**src/rtl/rtq_pkg.sv**
```systemverilog
// Shared types and codes for the retransmit timer queue.
// No dependencies; used by the controller, datapath, top level and checker.
`default_nettype none

package rtq_pkg;

  // Default sizes
  localparam int QUEUE_DEPTH_DEF = 16;
  localparam int BYTE_WIDTH_DEF  = 32;
  localparam int TIME_WIDTH_DEF  = 32;

  // Operation codes of an input word
  localparam int KIND_W = 3;
  localparam logic [KIND_W-1:0] KIND_ADD    = 3'd0;
  localparam logic [KIND_W-1:0] KIND_ACK    = 3'd1;
  localparam logic [KIND_W-1:0] KIND_EXPIRE = 3'd2;
  localparam logic [KIND_W-1:0] KIND_PEEK   = 3'd3;
  localparam logic [KIND_W-1:0] KIND_POP    = 3'd4;

  // Result status codes
  localparam int STATUS_W = 2;
  localparam logic [STATUS_W-1:0] ST_OK    = 2'd0;
  localparam logic [STATUS_W-1:0] ST_FULL  = 2'd1;
  localparam logic [STATUS_W-1:0] ST_EMPTY = 2'd2;

  // Datapath actions issued by the controller
  localparam int ACT_W = 3;
  localparam logic [ACT_W-1:0] ACT_NONE   = 3'd0;
  localparam logic [ACT_W-1:0] ACT_ADD    = 3'd1;
  localparam logic [ACT_W-1:0] ACT_ACK    = 3'd2;
  localparam logic [ACT_W-1:0] ACT_EXP    = 3'd3;
  localparam logic [ACT_W-1:0] ACT_PEEK   = 3'd4;
  localparam logic [ACT_W-1:0] ACT_POP    = 3'd5;
  localparam logic [ACT_W-1:0] ACT_IGNORE = 3'd6;

  typedef struct packed {
    logic             latch;  // capture the input word
    logic [ACT_W-1:0] act;
  } rtq_cmd_t;

  typedef struct packed {
    logic [KIND_W-1:0] kind;      // captured operation
    logic              empty;     // queue holds no entry
    logic              ack_last;  // acknowledge scan is at the last entry
    logic              exp_more;  // front entry is present and due
  } rtq_stat_t;

endpackage

`default_nettype wire

```
**src/rtl/rtq_ram.sv**
```systemverilog
// Generic simple dual-port RAM: one write port, one registered read port.
// No dependencies.
`default_nettype none

module rtq_ram #(
  parameter int WIDTH = 64,
  parameter int DEPTH = 16
) (
  input  wire logic                     clk_i,
  input  wire logic                     we_i,
  input  wire logic [$clog2(DEPTH)-1:0] waddr_i,
  input  wire logic [WIDTH-1:0]         wdata_i,
  input  wire logic [$clog2(DEPTH)-1:0] raddr_i,
  output logic      [WIDTH-1:0]         rdata_o
);

  logic [WIDTH-1:0] mem_q [DEPTH];
  logic [WIDTH-1:0] rdata_q;

  always_ff @(posedge clk_i) begin
    if (we_i) begin
      mem_q[waddr_i] <= wdata_i;
    end
    rdata_q <= mem_q[raddr_i];
  end

  assign rdata_o = rdata_q;

endmodule

`default_nettype wire

```
**src/rtl/rtq_ctrl.sv**
```systemverilog
// Controller state machine of the retransmit timer queue.
// Depends on rtq_pkg; drives the datapath through rtq_cmd_t.
`default_nettype none

module rtq_ctrl (
  input  wire logic              clk_i,
  input  wire logic              rst_ni,
  input  wire logic              start_i,
  output logic                   busy_o,
  input  wire rtq_pkg::rtq_stat_t stat_i,
  output rtq_pkg::rtq_cmd_t      cmd_o
);

  import rtq_pkg::*;

  localparam logic [1:0] S_IDLE = 2'd0;
  localparam logic [1:0] S_EXEC = 2'd1;
  localparam logic [1:0] S_ACK  = 2'd2;
  localparam logic [1:0] S_EXP  = 2'd3;

  logic [1:0] state_q, state_d;

  always_comb begin
    state_d     = state_q;
    cmd_o.latch = 1'b0;
    cmd_o.act   = ACT_NONE;
    case (state_q)
      S_IDLE: begin
        if (start_i) begin
          cmd_o.latch = 1'b1;
          state_d     = S_EXEC;
        end
      end
      S_EXEC: begin
        // front entry read is available here
        state_d = S_IDLE;
        case (stat_i.kind)
          KIND_ADD:    cmd_o.act = ACT_ADD;
          KIND_ACK: begin
            if (stat_i.empty) begin
              cmd_o.act = ACT_IGNORE;
            end else begin
              state_d = S_ACK;
            end
          end
          KIND_EXPIRE: state_d   = S_EXP;
          KIND_PEEK:   cmd_o.act = ACT_PEEK;
          KIND_POP:    cmd_o.act = ACT_POP;
          default:     cmd_o.act = ACT_IGNORE;
        endcase
      end
      S_ACK: begin
        cmd_o.act = ACT_ACK;
        if (stat_i.ack_last) begin
          state_d = S_IDLE;
        end
      end
      S_EXP: begin
        cmd_o.act = ACT_EXP;
        if (!stat_i.exp_more) begin
          state_d = S_IDLE;
        end
      end
      default: state_d = S_IDLE;
    endcase
  end

  always_ff @(posedge clk_i or negedge rst_ni) begin
    if (!rst_ni) begin
      state_q <= S_IDLE;
    end else begin
      state_q <= state_d;
    end
  end

  assign busy_o = (state_q != S_IDLE);

endmodule

`default_nettype wire

```
**src/rtl/rtq_datapath.sv**
```systemverilog
// Datapath of the retransmit timer queue: circular entry store, pointers,
// scan counters and the result register. Depends on rtq_pkg and rtq_ram.
`default_nettype none

module rtq_datapath #(
  parameter int QUEUE_DEPTH = rtq_pkg::QUEUE_DEPTH_DEF,
  parameter int BYTE_WIDTH  = rtq_pkg::BYTE_WIDTH_DEF,
  parameter int TIME_WIDTH  = rtq_pkg::TIME_WIDTH_DEF
) (
  input  wire logic                                  clk_i,
  input  wire logic                                  rst_ni,
  input  wire rtq_pkg::rtq_cmd_t                     cmd_i,
  output rtq_pkg::rtq_stat_t                         stat_o,
  input  wire logic [rtq_pkg::KIND_W-1:0]            kind_i,
  input  wire logic [BYTE_WIDTH-1:0]                 byte_position_i,
  input  wire logic [TIME_WIDTH-1:0]                 delay_i,
  input  wire logic [TIME_WIDTH-1:0]                 current_time_i,
  output logic                                       result_stb_o,
  output logic                                       entry_valid_o,
  output logic      [BYTE_WIDTH-1:0]                 entry_byte_o,
  output logic      [TIME_WIDTH-1:0]                 entry_due_o,
  output logic      [rtq_pkg::STATUS_W-1:0]          status_o,
  output logic      [$clog2(QUEUE_DEPTH+1)-1:0]      removed_count_o,
  output logic      [$clog2(QUEUE_DEPTH+1)-1:0]      occupancy_o,
  output logic                                       last_o
);

  import rtq_pkg::*;

  localparam int PTR_W = $clog2(QUEUE_DEPTH);
  localparam int CNT_W = $clog2(QUEUE_DEPTH + 1);
  localparam int ENT_W = BYTE_WIDTH + TIME_WIDTH;
  localparam logic [PTR_W:0]   DEPTH_P  = (PTR_W + 1)'(QUEUE_DEPTH);
  localparam logic [CNT_W-1:0] FULL_CNT = CNT_W'(QUEUE_DEPTH);

  // slot index modulo depth; argument is always below twice the depth
  function automatic logic [PTR_W-1:0] wrap_idx(input logic [PTR_W:0] s);
    logic [PTR_W:0] t;
    t = (s >= DEPTH_P) ? (s - DEPTH_P) : s;
    return t[PTR_W-1:0];
  endfunction

  // captured input word
  logic [KIND_W-1:0]     kind_q, kind_d;
  logic [BYTE_WIDTH-1:0] pos_q, pos_d;
  logic [TIME_WIDTH-1:0] delay_q, delay_d;
  logic [TIME_WIDTH-1:0] now_q, now_d;

  // queue state
  logic [PTR_W-1:0] head_q, head_d;
  logic [CNT_W-1:0] count_q, count_d;

  // acknowledge scan
  logic [PTR_W-1:0] idx_q, idx_d;
  logic [CNT_W-1:0] keep_q, keep_d;

  // expire: popped entry held until the next front is judged
  logic                  pend_q, pend_d;
  logic [BYTE_WIDTH-1:0] pend_byte_q, pend_byte_d;
  logic [TIME_WIDTH-1:0] pend_due_q, pend_due_d;

  // result register
  logic                  stb_q, stb_d;
  logic                  ev_q, ev_d;
  logic [BYTE_WIDTH-1:0] eb_q, eb_d;
  logic [TIME_WIDTH-1:0] ed_q, ed_d;
  logic [STATUS_W-1:0]   st_q, st_d;
  logic [CNT_W-1:0]      rm_q, rm_d;
  logic [CNT_W-1:0]      occ_q, occ_d;
  logic                  last_q, last_d;

  // RAM port
  logic             ram_we;
  logic [PTR_W-1:0] ram_waddr, ram_raddr;
  logic [ENT_W-1:0] ram_wdata, ram_rdata;

  logic [BYTE_WIDTH-1:0] r_byte;
  logic [TIME_WIDTH-1:0] r_due;
  logic [TIME_WIDTH:0]   due_sum;
  logic [TIME_WIDTH-1:0] due_sat;
  logic [PTR_W-1:0]      tail_idx, head_inc, ack_waddr, ack_raddr;
  logic [CNT_W-1:0]      idx_inc, keep_n;
  logic                  kept, empty, full, due_ok, ack_last;

  rtq_ram #(
    .WIDTH (ENT_W),
    .DEPTH (QUEUE_DEPTH)
  ) u_ram (
    .clk_i   (clk_i),
    .we_i    (ram_we),
    .waddr_i (ram_waddr),
    .wdata_i (ram_wdata),
    .raddr_i (ram_raddr),
    .rdata_o (ram_rdata)
  );

  assign r_byte = ram_rdata[ENT_W-1:TIME_WIDTH];
  assign r_due  = ram_rdata[TIME_WIDTH-1:0];

  assign due_sum = {1'b0, now_q} + {1'b0, delay_q};
  assign due_sat = due_sum[TIME_WIDTH] ? '1 : due_sum[TIME_WIDTH-1:0];

  assign tail_idx  = wrap_idx({1'b0, head_q} + (PTR_W + 1)'(count_q));
  assign head_inc  = wrap_idx({1'b0, head_q} + (PTR_W + 1)'(1));
  assign idx_inc   = CNT_W'(idx_q) + CNT_W'(1);
  assign ack_raddr = wrap_idx({1'b0, head_q} + (PTR_W + 1)'(idx_inc));
  assign ack_waddr = wrap_idx({1'b0, head_q} + (PTR_W + 1)'(keep_q));

  assign kept     = (r_byte > pos_q);
  assign keep_n   = keep_q + CNT_W'(kept);
  assign empty    = (count_q == '0);
  assign full     = (count_q == FULL_CNT);
  assign due_ok   = !empty && (r_due <= now_q);
  assign ack_last = (idx_inc == count_q);

  assign stat_o.kind     = kind_q;
  assign stat_o.empty    = empty;
  assign stat_o.ack_last = ack_last;
  assign stat_o.exp_more = due_ok;

  always_comb begin
    kind_d      = kind_q;
    pos_d       = pos_q;
    delay_d     = delay_q;
    now_d       = now_q;
    head_d      = head_q;
    count_d     = count_q;
    idx_d       = idx_q;
    keep_d      = keep_q;
    pend_d      = pend_q;
    pend_byte_d = pend_byte_q;
    pend_due_d  = pend_due_q;
    stb_d       = 1'b0;
    ev_d        = ev_q;
    eb_d        = eb_q;
    ed_d        = ed_q;
    st_d        = st_q;
    rm_d        = rm_q;
    occ_d       = occ_q;
    last_d      = last_q;
    ram_we      = 1'b0;
    ram_waddr   = tail_idx;
    ram_wdata   = {pos_q, due_sat};
    ram_raddr   = head_q;  // keep the front entry on the read port

    if (cmd_i.latch) begin
      kind_d  = kind_i;
      pos_d   = byte_position_i;
      delay_d = delay_i;
      now_d   = current_time_i;
      idx_d   = '0;
      keep_d  = '0;
      pend_d  = 1'b0;
    end

    case (cmd_i.act)
      ACT_ADD: begin
        stb_d  = 1'b1;
        rm_d   = '0;
        last_d = 1'b1;
        if (full) begin
          ev_d  = 1'b0;
          eb_d  = '0;
          ed_d  = '0;
          st_d  = ST_FULL;
          occ_d = count_q;
        end else begin
          ram_we  = 1'b1;
          count_d = count_q + CNT_W'(1);
          ev_d    = 1'b1;
          eb_d    = pos_q;
          ed_d    = due_sat;
          st_d    = ST_OK;
          occ_d   = count_q + CNT_W'(1);
        end
      end
      ACT_ACK: begin
        // compact survivors toward the head, one slot per cycle
        ram_we    = kept;
        ram_waddr = ack_waddr;
        ram_wdata = ram_rdata;
        ram_raddr = ack_raddr;
        keep_d    = keep_n;
        idx_d     = idx_q + PTR_W'(1);
        if (ack_last) begin
          count_d = keep_n;
          stb_d   = 1'b1;
          ev_d    = 1'b0;
          eb_d    = '0;
          ed_d    = '0;
          st_d    = ST_OK;
          rm_d    = count_q - keep_n;
          occ_d   = keep_n;
          last_d  = 1'b1;
        end
      end
      ACT_EXP: begin
        if (pend_q) begin
          stb_d  = 1'b1;
          ev_d   = 1'b1;
          eb_d   = pend_byte_q;
          ed_d   = pend_due_q;
          st_d   = ST_OK;
          rm_d   = '0;
          occ_d  = count_q;
          last_d = !due_ok;
        end
        if (due_ok) begin
          pend_d      = 1'b1;
          pend_byte_d = r_byte;
          pend_due_d  = r_due;
          head_d      = head_inc;
          count_d     = count_q - CNT_W'(1);
          ram_raddr   = head_inc;
        end else if (!pend_q) begin
          stb_d  = 1'b1;
          ev_d   = 1'b0;
          eb_d   = '0;
          ed_d   = '0;
          st_d   = empty ? ST_EMPTY : ST_OK;
          rm_d   = '0;
          occ_d  = count_q;
          last_d = 1'b1;
        end
      end
      ACT_PEEK, ACT_POP: begin
        stb_d  = 1'b1;
        last_d = 1'b1;
        if (empty) begin
          ev_d  = 1'b0;
          eb_d  = '0;
          ed_d  = '0;
          st_d  = ST_EMPTY;
          rm_d  = '0;
          occ_d = count_q;
        end else begin
          ev_d  = 1'b1;
          eb_d  = r_byte;
          ed_d  = r_due;
          st_d  = ST_OK;
          rm_d  = '0;
          occ_d = count_q;
          if (cmd_i.act == ACT_POP) begin
            head_d  = head_inc;
            count_d = count_q - CNT_W'(1);
            rm_d    = CNT_W'(1);
            occ_d   = count_q - CNT_W'(1);
          end
        end
      end
      ACT_IGNORE: begin
        stb_d  = 1'b1;
        ev_d   = 1'b0;
        eb_d   = '0;
        ed_d   = '0;
        st_d   = ST_OK;
        rm_d   = '0;
        occ_d  = count_q;
        last_d = 1'b1;
      end
      default: ;
    endcase
  end

  always_ff @(posedge clk_i or negedge rst_ni) begin
    if (!rst_ni) begin
      head_q  <= '0;
      count_q <= '0;
      idx_q   <= '0;
      keep_q  <= '0;
      pend_q  <= 1'b0;
      stb_q   <= 1'b0;
    end else begin
      head_q  <= head_d;
      count_q <= count_d;
      idx_q   <= idx_d;
      keep_q  <= keep_d;
      pend_q  <= pend_d;
      stb_q   <= stb_d;
    end
  end

  always_ff @(posedge clk_i) begin
    kind_q      <= kind_d;
    pos_q       <= pos_d;
    delay_q     <= delay_d;
    now_q       <= now_d;
    pend_byte_q <= pend_byte_d;
    pend_due_q  <= pend_due_d;
    ev_q        <= ev_d;
    eb_q        <= eb_d;
    ed_q        <= ed_d;
    st_q        <= st_d;
    rm_q        <= rm_d;
    occ_q       <= occ_d;
    last_q      <= last_d;
  end

  assign result_stb_o    = stb_q;
  assign entry_valid_o   = ev_q;
  assign entry_byte_o    = eb_q;
  assign entry_due_o     = ed_q;
  assign status_o        = st_q;
  assign removed_count_o = rm_q;
  assign occupancy_o     = occ_q;
  assign last_o          = last_q;

endmodule

`default_nettype wire

```
**src/rtl/retransmit_timer_queue.sv**
```systemverilog
// Top level of the retransmit timer queue: controller plus datapath.
// Depends on rtq_pkg, rtq_ctrl, rtq_datapath (and rtq_ram below it).
`default_nettype none

// Retransmit timer queue. Holds up to QUEUE_DEPTH pending (byte, due time)
// entries in arrival order and runs one operation per input word: add,
// acknowledge, expire, peek front, pop front. A word is taken on a rising
// edge with start_i high and busy_o low. Results come out on the result
// ports for exactly one cycle each, flagged by result_stb_o, and cannot be
// held off; last_o marks the final result of a word. busy_o stays high
// while a word executes: through the acknowledge scan over every stored
// entry, and through the expire walk that pops each due front entry and
// then judges the next front; the next word can be taken the cycle busy_o
// drops. How long a word takes is set by the entry RAM, which has one read
// and one write port and is walked one entry per cycle. Each result is
// registered and appears in the cycle after the cycle that produced it. No
// clearing pass after reset: only slots below the fill count are ever used.

module retransmit_timer_queue #(
  parameter int QUEUE_DEPTH = rtq_pkg::QUEUE_DEPTH_DEF,
  parameter int BYTE_WIDTH  = rtq_pkg::BYTE_WIDTH_DEF,
  parameter int TIME_WIDTH  = rtq_pkg::TIME_WIDTH_DEF
) (
  input  wire logic                             clk_i,
  input  wire logic                             rst_ni,
  // input word
  input  wire logic                             start_i,
  output logic                                  busy_o,
  input  wire logic [rtq_pkg::KIND_W-1:0]       kind_i,
  input  wire logic [BYTE_WIDTH-1:0]            byte_position_i,
  input  wire logic [TIME_WIDTH-1:0]            delay_i,
  input  wire logic [TIME_WIDTH-1:0]            current_time_i,
  // result word
  output logic                                  result_stb_o,
  output logic                                  entry_valid_o,
  output logic      [BYTE_WIDTH-1:0]            entry_byte_o,
  output logic      [TIME_WIDTH-1:0]            entry_due_o,
  output logic      [rtq_pkg::STATUS_W-1:0]     status_o,
  output logic      [$clog2(QUEUE_DEPTH+1)-1:0] removed_count_o,
  output logic      [$clog2(QUEUE_DEPTH+1)-1:0] occupancy_o,
  output logic                                  last_o
);

  import rtq_pkg::*;

  rtq_cmd_t  cmd;   // controller -> datapath
  rtq_stat_t stat;  // datapath -> controller

  // Sequencer: idle, execute, acknowledge scan, expire walk
  rtq_ctrl u_ctrl (
    .clk_i   (clk_i),
    .rst_ni  (rst_ni),
    .start_i (start_i),
    .busy_o  (busy_o),
    .stat_i  (stat),
    .cmd_o   (cmd)
  );

  // Entry store is a circular buffer (head pointer + fill count). The
  // acknowledge scan reads slot head+i while writing survivors to
  // head+keep, which never passes the read point, so compaction is in place.
  rtq_datapath #(
    .QUEUE_DEPTH (QUEUE_DEPTH),
    .BYTE_WIDTH  (BYTE_WIDTH),
    .TIME_WIDTH  (TIME_WIDTH)
  ) u_dp (
    .clk_i           (clk_i),
    .rst_ni          (rst_ni),
    .cmd_i           (cmd),
    .stat_o          (stat),
    .kind_i          (kind_i),
    .byte_position_i (byte_position_i),
    .delay_i         (delay_i),
    .current_time_i  (current_time_i),
    .result_stb_o    (result_stb_o),
    .entry_valid_o   (entry_valid_o),
    .entry_byte_o    (entry_byte_o),
    .entry_due_o     (entry_due_o),
    .status_o        (status_o),
    .removed_count_o (removed_count_o),
    .occupancy_o     (occupancy_o),
    .last_o          (last_o)
  );

endmodule

`default_nettype wire

```
**config.mk**
```make
export PLATFORM = sky130hd
export DESIGN_NAME = retransmit_timer_queue
export DESIGN_NICKNAME = d
export VERILOG_FILES = /design/src/rtl/rtq_pkg.sv /design/src/rtl/rtq_ram.sv /design/src/rtl/rtq_ctrl.sv /design/src/rtl/rtq_datapath.sv /design/src/rtl/retransmit_timer_queue.sv
export SDC_FILE = /design/constraint.sdc
export NUM_CORES = 2
export LEC_CHECK = 0
export BUFFER_PORTS_ARGS = -buffer_cell sky130_fd_sc_hd__buf_2
export CAP_MARGIN = 20
export CELL_PAD_IN_SITES_DETAIL_PLACEMENT = 1
export CELL_PAD_IN_SITES_GLOBAL_PLACEMENT = 1
export CORE_MARGIN = 2
export CORE_UTILIZATION = 54
export DETAILED_ROUTE_END_ITERATION = 10
export PLACE_DENSITY = 0.8
export SYNTH_ARGS = -nofsm -noshare
export SYNTH_HDL_FRONTEND = slang
export SYNTH_HIERARCHICAL = 1
export SYNTH_SLANG_ARGS = --single-unit
```
**constraint.sdc**
```tcl
create_clock -name clk_i -period 11.45 [get_ports clk_i]
set_input_delay 0.5725 -clock clk_i [delete_from_list [all_inputs] [get_ports clk_i]]
set_output_delay 0.5725 -clock clk_i [all_outputs]
set_load 0.05 [all_outputs]
```
==> results.yml <==
placement:
  port_buffers: 181
  gp_congestion: 0.882
  dp.final_hpwl_um: 87300
yosys:
  avgSynthCellArea_um2: 17.8
  synth_area_leaders: "edfxtp_1 (69%), mux4_2 (11%), ha_1 (2.6%)"
  synth_area_um2: 54700
  synth_top_flop_cell: "edfxtp_1"
  ys_async_sr_fraction: 0.0163
  synth_top_area_frac: 0.695
  synth_top_area_cell: "edfxtp_1"
  yosysWarnings: 6
  postSynthCellCount: 3068
  synth_cell_type_count: 78
  synth-edff-count: 1265
  ys_seq_area_frac: 0.728
  ys_ff_latch: 1351
  syn_nets: 3286
sta:
  fmax_ghz: 0.114
  slew_viol_final: 0
  rsz0062_at_grt: "no"
  fin_skew_ns: 0.0354
  tightest_slew_ns: 1.18
  setup_violations: 0
  relSlewSlack: 0.210
  period_needed_ns: 8.80
  fin_crit_sh: 0.768
  final.setup.tns_ns: 0
  hold_viol: 0
drt:
  wl_met1_um: 58000
  routed-wl-met3_um: 13200
  antenna_left: 0
  drc: 0
  top_layer_used: "met4"
  drt_wl_total_um: 155000
  vias_per_cell: 6.58
  wl_per_cell_um: 31.6
  drtPass1Iterations: 9
  vias: 32300
  drt_iter0_markers: 4074
  met2_length_um: 77800
cts:
  cts_buffers: 138
  htree_levels: 4
  cts_buffer_depth: 3
  cts_tree: "yes"
  clkTransAtPathRegs_ns: 0.06
  insertion_delay_ns: 0.77
  post_cts.repair.setup_buffers: 0
  cts_root_buf: "clkbuf_16"
  cts_sinks: 1351
die:
  start_util: 0.545
  fp-row-count: 116
  dieWidth_um: 322
  die_area_um2: 104000
  core_um2: 100000
  pin_count: 182
  dieHeight_um: 322
min_path:
  holdCritPathClass: "in2async"
power_and_ir_drop:
  total_power_mw: 21.0
  ir_drop_v: 0.000265
  p_per_area_nw_per_um2: 332
  p_seq_frac: 0.373
  power.share.clock: 0.218
  p_sw_mw: 8.08
  intPower_mw: 12.9
  netSwitchingFraction: 0.385
  p_leak_nw: 21.5
  power_frac_comb: 0.409
critical_path:
  critPathMaxFanout: 75
  worstSetupPathType: "reg2reg"
  crit_path_end_kind: "register"
  crit_arrival_ns: 9.16
  crit_path_start: "u_dp/count_q[0]"
  crit_path_max_incr_delay_ns: 0.99
  r2r_cells: 19
  cp_data_required_time_ns: 11.81
  critPathCapture: "u_dp/u_ram/mem_q[8][5]"
  rr_endpoint: "u_dp/u_ram/mem_q[8][5]"
  ff2ff_setup_slack_ns: 2.65
  worstPathCellList: "inv_1 -> ha_1 -> nor3b_1 -> nand2b_1 -> clkinv_1 -> a21oi_1 -> o21bai_1 -> nand2_1 -> nor2_4 -> buf_4 -> o21ai_0 -> ha_1 -> a21o_1 -> a21oi_1 -> xnor2_1 -> xnor2_1 -> nand3b_1 -> nor3_2 -> buf_4"
  cp_slowest_cell: "buf_4"
  r2r-start: "u_dp/count_q[0]"
  startpoint_type: "register"
finish:
  drive_above_1_share: 0.223
  nets: 3656
  final_cell_mix: "edfxtp_1 (1265), mux4_2 (256), nand2_1 (238)"
  final_common_cell: "edfxtp_1"
  syn2layout_area_growth_pct: 15.5
grt:
  grt_pass1_vias: 34700
  grt_use_total: 0.300
  gr-total-overflow: 0
  grt_pass1_wl_um: 229000
  antenna_found_initial: 0
  grt_start_max_net_pins: 110
outcome:
  status: "complete, no violations"
job:
  cap_violations: 0
## power groups by stage
stage	clock network [mW]	logic (mW)	registers, mW
floorplan	0	5.17	8.20
global placement	0	7.61	7.84
detailed placement	0	8.13	7.90
CTS	4.61	8.34	7.83
global route	4.78	9.14	7.89
finish	4.58	8.59	7.83
## flip-flops by register name (all words and copies together), names as in the netlist
register	count
u_dp/u_ram/mem_q	1024
u_dp/u_ram/rdata_o	64
u_dp/delay_q	32
u_dp/entry_byte_o	32
u_dp/entry_due_o	32
u_dp/now_q	32
u_dp/pend_byte_q	32
u_dp/pend_due_q	32
u_dp/pos_q	32
u_dp/count_q	5
u_dp/keep_q	5
u_dp/occupancy_o	5
u_dp/removed_count_o	5
u_dp/head_q	4
u_dp/idx_q	4
u_dp/kind_q	3
u_ctrl/state_q	2
u_dp/status_o	2
u_dp/entry_valid_o	1
u_dp/last_o	1
u_dp/pend_q	1
u_dp/result_stb_o	1
## worst max-delay path, delay by kind of cell (launching register included)
family,cells,cell delay (ns)
buf+inv,4,2.29
flops,1,0.55
compound gates,5,1.51
simple gates,6,2.87
fa+ha+maj,2,0.62
xor+xnor,2,0.50
## layout make-up
type	instances	area, um2
flip-flops and latches	1351	39800
fillers	8654	37100
multi-input cells	1471	14000
clock buffers	194	3840
repair buffers	390	2790
well taps	1357	1700
clock inverters	62	696
inverters	86	323
diodes	1	2.50
## metal layers
| layer | up-vias | global-route usage |
|---|---|---|
| met5 | - | 0 |
| met4 | 0 | 0.128 |
| met3 | 400 | 0.0485 |
| met2 | 1984 | 0.504 |
| met1 | 16700 | 0.393 |
| li1 | 13200 | - |
## worst min path at each step
stage	start	end	slack [ns]	cells past startpoint
after CTS	rst_ni	u_dp/keep_q[3]	0.35	2
after global routing	rst_ni	u_ctrl/state_q[1]	0.40	2
after global placement	u_dp/u_ram/rdata_o[0]	u_dp/pend_due_q[0]	0.48	0
after detailed placement	u_dp/u_ram/rdata_o[35]	u_dp/pend_byte_q[3]	0.49	0
final	rst_ni	u_ctrl/state_q[0]	0.36	2
after floorplan	rst_ni	u_ctrl/state_q[0]	0.28	0
## cells in the mapped netlist, drive strengths merged (33+ instances only)
library cell,number
edfxtp,1265
mux4,256
nand2,241
a22oi,132
a21oi,127
o21ai,114
ha,112
clkbuf,94
nor2,94
inv,85
buf,66
dfxtp,64
a222oi,63
nand3,33
## stage by stage
step           setup slack, ns  hold slack [ns]  cells  area (um2)   util
2_1_floorplan             1.55            0.277   3068       54700      -
3_3_place_gp              3.32            0.477   4510       57200  0.570
3_5_place_dp              3.00            0.494   4534       57400  0.572
4_1_cts                   2.80            0.347   4890       62900  0.627
5_1_grt                   2.03            0.400   4911       63200  0.630
6_report                  2.65            0.360   4912       63200  0.630
## repair_timing
item                                    CTS  global route
endpoints found under the hold margin   121             0
gates resized for setup                   0             0
endpoints found under the setup margin    0             0
hold buffers                            100             0
## logic make-up after synthesis
family / synth area share
buffers and inverters: 0.0205
AOI/OAI and AO/OA: 0.0710
DFF: 0.728
xor gates and xnor gates: 0.00860
and+or+nand+nor: 0.0381
muxes: 0.107
adders and majority gates: 0.0271
Note: power is estimated with default switching activity, not from simulation.
